$ cat src/rtl/sk_pkg.sv
// shared constants, types and key normalization for the sorted key table
`timescale 1ns / 1ps

package sk_pkg;

   // table geometry
   localparam int CAPACITY    = 16;
   localparam int KEY_BYTES   = 64;
   localparam int KEY_BITS    = KEY_BYTES * 8;
   localparam int IN_WORDS    = 8;
   localparam int IN_KEY_BITS = IN_WORDS * 64;
   localparam int OCC_W       = $clog2(CAPACITY + 1);

   // port packing
   localparam int OP_W        = 3;
   localparam int STATUS_W    = 2;
   localparam int COUNT_W     = 5;
   localparam int REQ_TDATA_W = ((OP_W + IN_KEY_BITS + 7) / 8) * 8;
   localparam int RSP_TDATA_W = ((STATUS_W + 1 + COUNT_W + 7) / 8) * 8;

   // operation codes
   localparam logic [OP_W-1:0] OP_INSERT = 3'd0;
   localparam logic [OP_W-1:0] OP_DELETE = 3'd1;
   localparam logic [OP_W-1:0] OP_FIND   = 3'd2;
   localparam logic [OP_W-1:0] OP_COUNT  = 3'd3;
   localparam logic [OP_W-1:0] OP_CLEAR  = 3'd4;

   // status codes
   localparam logic [STATUS_W-1:0] STATUS_OK        = 2'd0;
   localparam logic [STATUS_W-1:0] STATUS_FULL      = 2'd1;
   localparam logic [STATUS_W-1:0] STATUS_NOT_FOUND = 2'd2;

   typedef logic [KEY_BITS-1:0] key_type;

   typedef enum logic [1:0] {
      S_IDLE,
      S_COMPARE,
      S_UPDATE
   } state_type;

   typedef enum logic [1:0] {
      UPD_NONE,
      UPD_INSERT,
      UPD_DELETE,
      UPD_CLEAR
   } upd_type;

   // command broadcast to every cell
   typedef struct packed {
      logic    compare;
      upd_type upd;
   } cell_cmd_type;

   // per-cell status seen by the controller and the neighbors
   typedef struct packed {
      logic valid;
      logic le;
      logic eq;
   } cell_flag_type;

   // keep the leading bytes up to the first zero byte, zero the rest
   function automatic key_type normalize(input logic [IN_KEY_BITS-1:0] raw);
      key_type              k;
      logic [KEY_BYTES-1:0] nz;
      logic [KEY_BYTES-1:0] low_mask;
      for (int i = 0; i < KEY_BYTES; i++) begin
         nz[i] = |raw[IN_KEY_BITS-1-8*i -: 8];
      end
      for (int i = 0; i < KEY_BYTES; i++) begin
         low_mask = {KEY_BYTES{1'b1}} >> (KEY_BYTES - 1 - i);
         k[KEY_BITS-1-8*i -: 8] = (&(nz | ~low_mask)) ? raw[IN_KEY_BITS-1-8*i -: 8] : 8'h00;
      end
      return k;
   endfunction

endpackage

$ cat src/rtl/sk_ctrl.sv
// operation sequencer, occupancy count and response register
`timescale 1ns / 1ps

module sk_ctrl
   import sk_pkg::*;
(
   input  logic                  clock,
   input  logic                  reset,
   input  logic                  req_tvalid,
   output logic                  req_tready,
   input  logic [OP_W-1:0]       req_op,
   input  cell_flag_type         flags [CAPACITY],
   output cell_cmd_type          cmd,
   output logic                  rsp_tvalid,
   input  logic                  rsp_tready,
   output logic [STATUS_W-1:0]   rsp_status,
   output logic                  rsp_found,
   output logic [COUNT_W-1:0]    rsp_count
);

   state_type            state_ff, state_in;
   logic [OP_W-1:0]      op_ff, op_in;
   logic [OCC_W-1:0]     occ_ff, occ_in;
   logic                 rsp_valid_ff, rsp_valid_in;
   logic [STATUS_W-1:0]  status_ff, status_in;
   logic                 found_ff, found_in;
   logic [COUNT_W-1:0]   count_ff, count_in;
   logic                 accept;
   logic                 out_free;
   logic                 finish;
   logic                 compare_go;
   logic                 match;
   logic                 full;

   assign accept   = req_tvalid && req_tready;
   assign out_free = !rsp_valid_ff || rsp_tready;
   assign full     = (occ_ff == OCC_W'(CAPACITY));

   // any cell holding an equal key
   always_comb begin
      match = 1'b0;
      for (int i = 0; i < CAPACITY; i++) begin
         match = match | flags[i].eq;
      end
   end

   // next state
   always_comb begin
      state_in = state_ff;
      unique case (state_ff)
         S_IDLE:    if (req_tvalid) state_in = S_COMPARE;
         S_COMPARE: state_in = S_UPDATE;
         S_UPDATE:  if (out_free) state_in = S_IDLE;
         default:   state_in = S_IDLE;
      endcase
   end

   // state outputs
   always_comb begin
      req_tready = 1'b0;
      compare_go = 1'b0;
      finish     = 1'b0;
      unique case (state_ff)
         S_IDLE:    req_tready = 1'b1;
         S_COMPARE: compare_go = 1'b1;
         S_UPDATE:  finish     = out_free;
         default:   req_tready = 1'b0;
      endcase
   end

   // table update and result for the finishing word
   always_comb begin
      cmd.compare = compare_go;
      cmd.upd     = UPD_NONE;
      occ_in      = occ_ff;
      status_in   = STATUS_OK;
      found_in    = 1'b0;
      unique case (op_ff)
         OP_INSERT: begin
            if (full) begin
               status_in = STATUS_FULL;
            end else begin
               cmd.upd = UPD_INSERT;
               occ_in  = occ_ff + OCC_W'(1);
            end
         end
         OP_DELETE: begin
            if (match) begin
               cmd.upd  = UPD_DELETE;
               occ_in   = occ_ff - OCC_W'(1);
               found_in = 1'b1;
            end else begin
               status_in = STATUS_NOT_FOUND;
            end
         end
         OP_FIND: begin
            if (match) found_in = 1'b1;
            else       status_in = STATUS_NOT_FOUND;
         end
         OP_CLEAR: begin
            cmd.upd = UPD_CLEAR;
            occ_in  = '0;
         end
         default: begin
         end
      endcase
      if (!finish) begin
         cmd.upd = UPD_NONE;
         occ_in  = occ_ff;
      end
      count_in = COUNT_W'(occ_in);
   end

   // response handshake
   always_comb begin
      rsp_valid_in = rsp_valid_ff;
      if (rsp_tready) rsp_valid_in = 1'b0;
      if (finish)     rsp_valid_in = 1'b1;
      op_in = accept ? req_op : op_ff;
   end

   always_ff @(posedge clock) begin
      if (reset) begin
         state_ff     <= S_IDLE;
         occ_ff       <= '0;
         rsp_valid_ff <= 1'b0;
      end else begin
         state_ff     <= state_in;
         occ_ff       <= occ_in;
         rsp_valid_ff <= rsp_valid_in;
      end
   end

   // payload registers
   always_ff @(posedge clock) begin
      op_ff <= op_in;
      if (finish) begin
         status_ff <= status_in;
         found_ff  <= found_in;
         count_ff  <= count_in;
      end
   end

   assign rsp_tvalid = rsp_valid_ff;
   assign rsp_status = status_ff;
   assign rsp_found  = found_ff;
   assign rsp_count  = count_ff;

endmodule

$ cat config.mk
export PLATFORM = sky130hd
export DESIGN_NAME = sk_ctrl
export DESIGN_NICKNAME = d
export VERILOG_FILES = /design/src/rtl/sk_pkg.sv /design/src/rtl/sk_ctrl.sv
export SDC_FILE = /design/constraint.sdc
export NUM_CORES = 1
export LEC_CHECK = 0
export ABC_AREA = 1
export BUFFER_PORTS_ARGS = -buffer_cell sky130_fd_sc_hd__clkbuf_2
export CORE_AREA = 2 2 65 67
export CTS_CLUSTER_SIZE = 12
export DETAILED_ROUTE_END_ITERATION = 10
export DIE_AREA = 0 0 67 69
export PLACE_DENSITY = 0.6
export SETUP_SLACK_MARGIN = 0.15
export SLEW_MARGIN = 20
export SYNTH_ARGS = -nofsm -noshare
export SYNTH_HDL_FRONTEND = slang
export SYNTH_SLANG_ARGS = --single-unit
export TNS_END_PERCENT = 10
$ cat constraint.sdc
create_clock -name clock -period 3.76 [get_ports clock]
set_input_delay 1.128 -clock clock [delete_from_list [all_inputs] [get_ports clock]]
set_output_delay 1.128 -clock clock [all_outputs]
set_load 0.02 [all_outputs]
==> results of run 1 <==
-- cell families after synthesis --
family          share of synthesized area, %
xor+xnor                                1.56
buf+inv                                 8.34
flops                                   43.6
simple gates                            37.8
compound gates                          6.45
fa+ha+maj                               2.22
-- routing by layer --
metal  up-vias  part of all wire (%)  track usage [%]  routed length (um)
met1       405                    46             13.4                1050
li1        536                     -                -                   -
met3         4                   5.5             1.47                 124
met2        31                    46             16.7                1050
met4         0                   1.9             4.76                  44
met5         -                     0                0                   0
-- power by group through the flow --
stage | combinational, uW | sequential (uW) | clock, uW
after global routing | 64.4 | 235 | 157
after floorplan | 35.0 | 241 | 0
after global placement | 56.9 | 239 | 0
after detailed placement | 57.1 | 239 | 0
after CTS | 57.4 | 234 | 148
final | 56.7 | 234 | 145
-- Yosys cell counts, drive strengths merged --
| cell | count | area, um2 |
|---|---|---|
| a21oi | 10 | 61.3 |
| a31oi | 1 | 6.26 |
| buf | 1 | 7.51 |
| clkbuf | 1 | 3.75 |
| dfxtp | 8 | 160 |
| edfxtp | 11 | 330 |
| ha | 2 | 25.0 |
| inv | 22 | 82.6 |
| nand2 | 39 | 169 |
| nand3 | 17 | 90.1 |
| nand4 | 1 | 6.26 |
| nor2 | 26 | 133 |
| nor3 | 2 | 21.3 |
| nor4 | 1 | 6.26 |
| o21ai | 1 | 5.00 |
| xnor2 | 1 | 8.76 |
| xor2 | 1 | 8.76 |
-- worst paths after layout --
check,startpoint,to,cells after the start
max,flags[39],cmd[1],8
min,state_ff[0],state_ff[0],1
max reg2reg,occ_ff[0],rsp_count[0],8
min reg2reg,state_ff[0],state_ff[0],1
-- area by class of cell --
cell class	instances	area, um2	area share (%)
timing repair buffer	35	175	12.5
inverter	22	82.6	5.91
multi-input combinational	102	541	38.7
tap	50	62.6	4.48
sequential	19	490	35.1
clock inverter	1	5.00	0.358
clock buffer	3	41.3	2.95
-- critical path: stages --
cell and delay, ns:
clkbuf_2 0.08, nor2_1 0.09, nand2_1 0.09, nor2_4 0.24, nand2_4 0.12, nand2_1 0.08
a21oi_1 0.06, clkbuf_2 0.15
-- flip-flops by register name (all words and copies together), names as in the netlist --
name / cells
rsp_status: 2
op_ff: 3
occ_ff: 5
rsp_found: 1
rsp_tvalid: 1
rsp_count: 5
state_ff: 2
-- through the flow --
step                util (%)  std cells  total power [uW]
global placement        34.5        228               296
detailed placement      34.5        228               296
CTS                     35.7        232               439
global route            35.7        232               456
finish                  35.7        232               436
floorplan                  -        145               276
-- layout by cell type (no fill, tap or decap), drive strengths merged --
master / instances
nand2: 39
nor3: 2
clkbuf: 38
nand3: 17
xor2: 1
a31oi: 1
xnor2: 1
inv: 22
ha: 2
nor4: 1
o21ai: 1
nand4: 1
edfxtp: 11
clkinv: 1
dfxtp: 8
a21oi: 10
nor2: 26
==> flow_summary.json, run 1 <==
{
  "timing.final.ws_setup_ns": 0.603,
  "yosysUniqueCellTypes": 25,
  "core_area_mm2": 0.00391,
  "p_clk_share_pct": 33.3,
  "rows": 23,
  "worstSetupPathType": "in2out",
  "ys_ff_latch": 19,
  "post-place-ws_ns": 0.590,
  "cts_tree": "built",
  "clkSlewWorstSetupHoldPaths_ns": 0.07,
  "antenna_cells": 0,
  "dp_hpwl_um": 1710,
  "hold_class": "reg2reg",
  "cp.arrival_ns": 2.03,
  "synth.avg_cell_area_um2": 7.76,
  "ctsHoldBuffers": 0,
  "synth-seq-area-share_pct": 43.6,
  "fin_hold_ws_ns": 0.479,
  "drive_gt1_share_pct": 31.3,
  "setup_viol": 0,
  "tightest_slew_ns": 0.416,
  "finClkSkew_ns": 0.000868,
  "r2r_slack_ns": 2.14,
  "syn_nets": 202,
  "cts_resized": 0,
  "grt_usage_pct": 10.4,
  "numCtsBuffers": 3,
  "portBuffers": 35,
  "switchingPower_uw": 112,
  "drt_iter0_drc": 29,
  "htree_num_levels": 1,
  "cts_buffer_depth": 2,
  "drv_slew": 0,
  "cts_setup_buffers": 0,
  "place_area_mm2": 0.00135,
  "grt_pass1_vias": 885,
  "p_leak_uw": 0.000693,
  "grt_start_max_net_pins": 12,
  "io_pins": 68,
  "tns_ns": 0,
  "ant_nets": 0,
  "cts.sinks": 19,
  "syn_inst": 145,
  "design.die.area_mm2": 0.00462,
  "drv_cap": 0,
  "grt_pass1_wl_um": 3710,
  "wire_per_inst_um": 9.78,
  "clock.fmax_mhz": 317,
  "powerDensity_mw_per_mm2": 312,
  "crit_required_ns": 2.63,
  "seq_power_share_pct": 53.7,
  "drc": 0,
  "die_h_um": 69,
  "relSlewSlack_pct": 72.1,
  "max-vdd-ir-drop_uv": 146,
  "viasPerCell": 4.21,
  "swShare_pct": 25.6,
  "finalHoldViolations": 0,
  "period_share_pct": 84.0,
  "cp-start-kind": "primary input",
  "fill_cells": 436,
  "post-route-min-period_ns": 3.16,
  "vias": 976,
  "critical_path.endpoint_type": "primary output",
  "clk_latency_ns": 0.25,
  "p_int_uw": 324,
  "rsz0062_at_grt": "false",
  "wirelength_um": 2270,
  "synthToLayoutAreaGrowth_pct": 24.2,
  "fp.dieW_um": 67,
  "ys_warn_count": 0,
  "clock-root-buffer": "clkbuf_8",
  "overflow": 0,
  "outcome": "finished clean",
  "fin_area_mm2": 0.00140,
  "path_max_fanout": 7,
  "final_nets": 240,
  "mappedNetlistArea_mm2": 0.00112,
  "combPwrFrac_pct": 13.0,
  "antenna_found_initial": 0,
  "gp_congestion": 0.842,
  "start_util_pct": 28.7,
  "first_pass_iters": 4
}
Power figures use the tool's default switching activity.
==> run 2: changes to the inputs <==
--- a/config.mk
+++ b/config.mk
@@ -5,13 +5,13 @@
 export SDC_FILE = /design/constraint.sdc
 export NUM_CORES = 1
 export LEC_CHECK = 0
-export ABC_AREA = 1
+export ABC_AREA = 0
 export BUFFER_PORTS_ARGS = -buffer_cell sky130_fd_sc_hd__clkbuf_2
 export CORE_AREA = 2 2 65 67
 export CTS_CLUSTER_SIZE = 12
 export DETAILED_ROUTE_END_ITERATION = 10
 export DIE_AREA = 0 0 67 69
-export PLACE_DENSITY = 0.6
+export PLACE_DENSITY = 0.61
 export SETUP_SLACK_MARGIN = 0.15
 export SLEW_MARGIN = 20
 export SYNTH_ARGS = -nofsm -noshare
==> constraint.sdc (replaced) <==
create_clock -name clock -period 2.95 [get_ports clock]
set_input_delay 0.885 -clock clock [delete_from_list [all_inputs] [get_ports clock]]
set_output_delay 0.885 -clock clock [all_outputs]
set_load 0.02 [all_outputs]
==> run 2 against run 1 <==
Effect of this change:
- wire length rose by 10%
- worst setup slack got worse by 0.39 ns
- critical path depth fell by 2
- flip-flop and latch count did not move
- core utilization rose by 0.48 points
- sequential power rose by 27%
- clock skew rose by 0.0030 ns
- clock-buffer cell count did not move
- total power rose by 24%
- critical endpoint unchanged
- largest power group unchanged
==> flow_summary.json, run 2 <==
{
  "outcome": "finished clean",
  "viasPerCell": 4.91,
  "htree_num_levels": 1,
  "grt_pass1_wl_um": 3970,
  "seqCellArea_um2": 492,
  "tns_ns": 0,
  "drt_iter0_drc": 21,
  "fp.dieW_um": 67,
  "clkSlewWorstSetupHoldPaths_ns": 0.07,
  "max-vdd-ir-drop_uv": 328,
  "cts.sinks": 19,
  "synth_top_flop_cell": "edfxtp_1",
  "seq_power_share_pct": 54.9,
  "post-route-min-period_ns": 2.74,
  "crit_start": "flags[36]",
  "powerDensity_mw_per_mm2": 381,
  "busiest_layer": "met2",
  "critical_path.endpoint_type": "primary output",
  "met3_usage_pct": 2.94,
  "placed_cells": 192,
  "relSlewSlack_pct": 75.1,
  "path_max_fanout": 2,
  "ys_ff_latch": 19,
  "multiInputGateArea_um2": 618,
  "grt_pass1_vias": 914,
  "use_met2_pct": 20.7,
  "clock.fmax_mhz": 365,
  "cts_tree": "built",
  "min_from": "state_ff[1]",
  "p_clk_share_pct": 33.3,
  "syn_inst": 112,
  "worstReg2RegStart": "op_ff[0]",
  "final_util_pct": 36.2,
  "swShare_pct": 24.3,
  "start_util_pct": 29.0,
  "crit_required_ns": 2.07,
  "synth_area_leader_cell": "edfxtp_1",
  "grtUsageMet1_pct": 12.2,
  "ctsHoldBuffers": 0,
  "overflow": 0,
  "numCtsBuffers": 3,
  "drive_gt1_share_pct": 39.7,
  "cp.arrival_ns": 1.85,
  "final_nets": 204,
  "fin_hold_ws_ns": 0.542,
  "core_area_mm2": 0.00391,
  "ant_nets": 0,
  "synth_common_cells": "edfxtp_1, nor2_1, nand2_1, dfxtp_1",
  "synthToLayoutAreaGrowth_pct": 24.7,
  "yosysUniqueCellTypes": 42,
  "first_pass_iters": 4,
  "fill_cells": 411,
  "drc": 0,
  "synth-seq-area-share_pct": 43.2,
  "die_h_um": 69,
  "antenna_found_initial": 0,
  "combPwrFrac_pct": 11.8,
  "drv_cap": 0,
  "cp-start-kind": "primary input",
  "rows": 23,
  "grt_start_max_net_pins": 13,
  "clock-root-buffer": "clkbuf_8",
  "setup_viol": 0,
  "antenna_cells": 0,
  "p_int_uw": 409,
  "worstSetupPathType": "in2out",
  "synth-edff-count": 11,
  "syn_nets": 169,
  "final_cells": 196,
  "clk_latency_ns": 0.26,
  "final_common_cell": "clkbuf_2",
  "yosys-top-cells-area": "edfxtp_1, dfxtp_1, nor4_2",
  "cts_buffer_depth": 2,
  "hold_class": "reg2reg",
  "dp_hpwl_um": 2030,
  "wire_per_inst_um": 12.8,
  "portBuffers": 35,
  "layout_common_cells": "clkbuf_2, nor2_1, edfxtp_1",
  "total_power_uw": 540,
  "wirelength_um": 2500,
  "tightest_slew_ns": 0.371,
  "mappedNetlistArea_mm2": 0.00114,
  "design.die.area_mm2": 0.00462,
  "switchingPower_uw": 131,
  "drv_slew": 0,
  "p_leak_uw": 0.000558,
  "synth.avg_cell_area_um2": 10.1,
  "finClkSkew_ns": 0.00385,
  "async_reset_ff_share_pct": 0,
  "synth_top_area_share_pct": 29.1,
  "ys_warn_count": 0,
  "vias": 962,
  "rsz0062_at_grt": "true",
  "io_pins": 68,
  "grt_usage_pct": 11.0,
  "gp_congestion": 0.888,
  "period_share_pct": 92.8,
  "finalHoldViolations": 0
}
## run 2: per-layer routing
layer,up-vias,part of all wire [%],wire length (um)
li1,479,-,-
met1,454,38,959
met2,27,56,1400
met3,2,5.4,135
met4,0,0.48,12
met5,-,0,0
## run 2: cell type report
class	instances	share of cell area, %
Clock buffer	3	2.92
Clock inverter	1	0.353
Inverter	4	1.06
Multi-Input combinational cell	83	43.6
Sequential cell	19	34.7
Tap cell	50	4.42
Timing Repair Buffer	36	12.9
## run 2: through the flow
| step | instance area, um2 | setup WS [ns] |
|---|---|---|
| 2_1_floorplan | 1140 | 0.293 |
| 3_3_place_gp | 1350 | 0.201 |
| 3_5_place_dp | 1350 | 0.157 |
| 4_1_cts | 1390 | 0.162 |
| 5_1_grt | 1420 | 0.141 |
| 6_report | 1420 | 0.213 |
## run 2: timing repair
| item | CTS | global route |
|---|---|---|
| endpoints found under the setup margin | 0 | 2 |
| gates resized for setup | 0 | 4 |
| setup buffers | 0 | 0 |
## run 2: worst paths after layout
| path | endpoint | slack [ns] | cells after the start |
|---|---|---|---|
| worst max-delay path | cmd[1] | 0.21 | 6 |
| worst min-delay path | rsp_tvalid | 0.54 | 2 |
| worst max register to register | rsp_count[3] | 1.21 | 5 |
| worst min register to register | rsp_tvalid | 0.54 | 2 |
## run 2: worst max-delay path: stages
cell and delay (ns):
clkbuf_2 0.08, nor4_2 0.31, nand4_1 0.20, nand3b_1 0.14
a211oi_1 0.07, clkbuf_2 0.17
## run 2: logic make-up after synthesis
family | after synthesis | share of synthesized area (%)
compound gates | 18 | 12.8
fa+ha+maj | 2 | 2.20
xor+xnor | 1 | 0.771
buf+inv | 10 | 4.40
mux | 3 | 2.64
simple gates | 59 | 34.0
flops | 19 | 43.2
## run 2: power by group through the flow
stage / clock network, uW / registers, uW / logic (uW)
4_1_cts: 188 / 297 / 61.6
3_3_place_gp: 0 / 302 / 59.0
2_1_floorplan: 0 / 301 / 38.8
3_5_place_dp: 0 / 302 / 61.5
6_report: 180 / 297 / 63.8
5_1_grt: 198 / 298 / 69.8
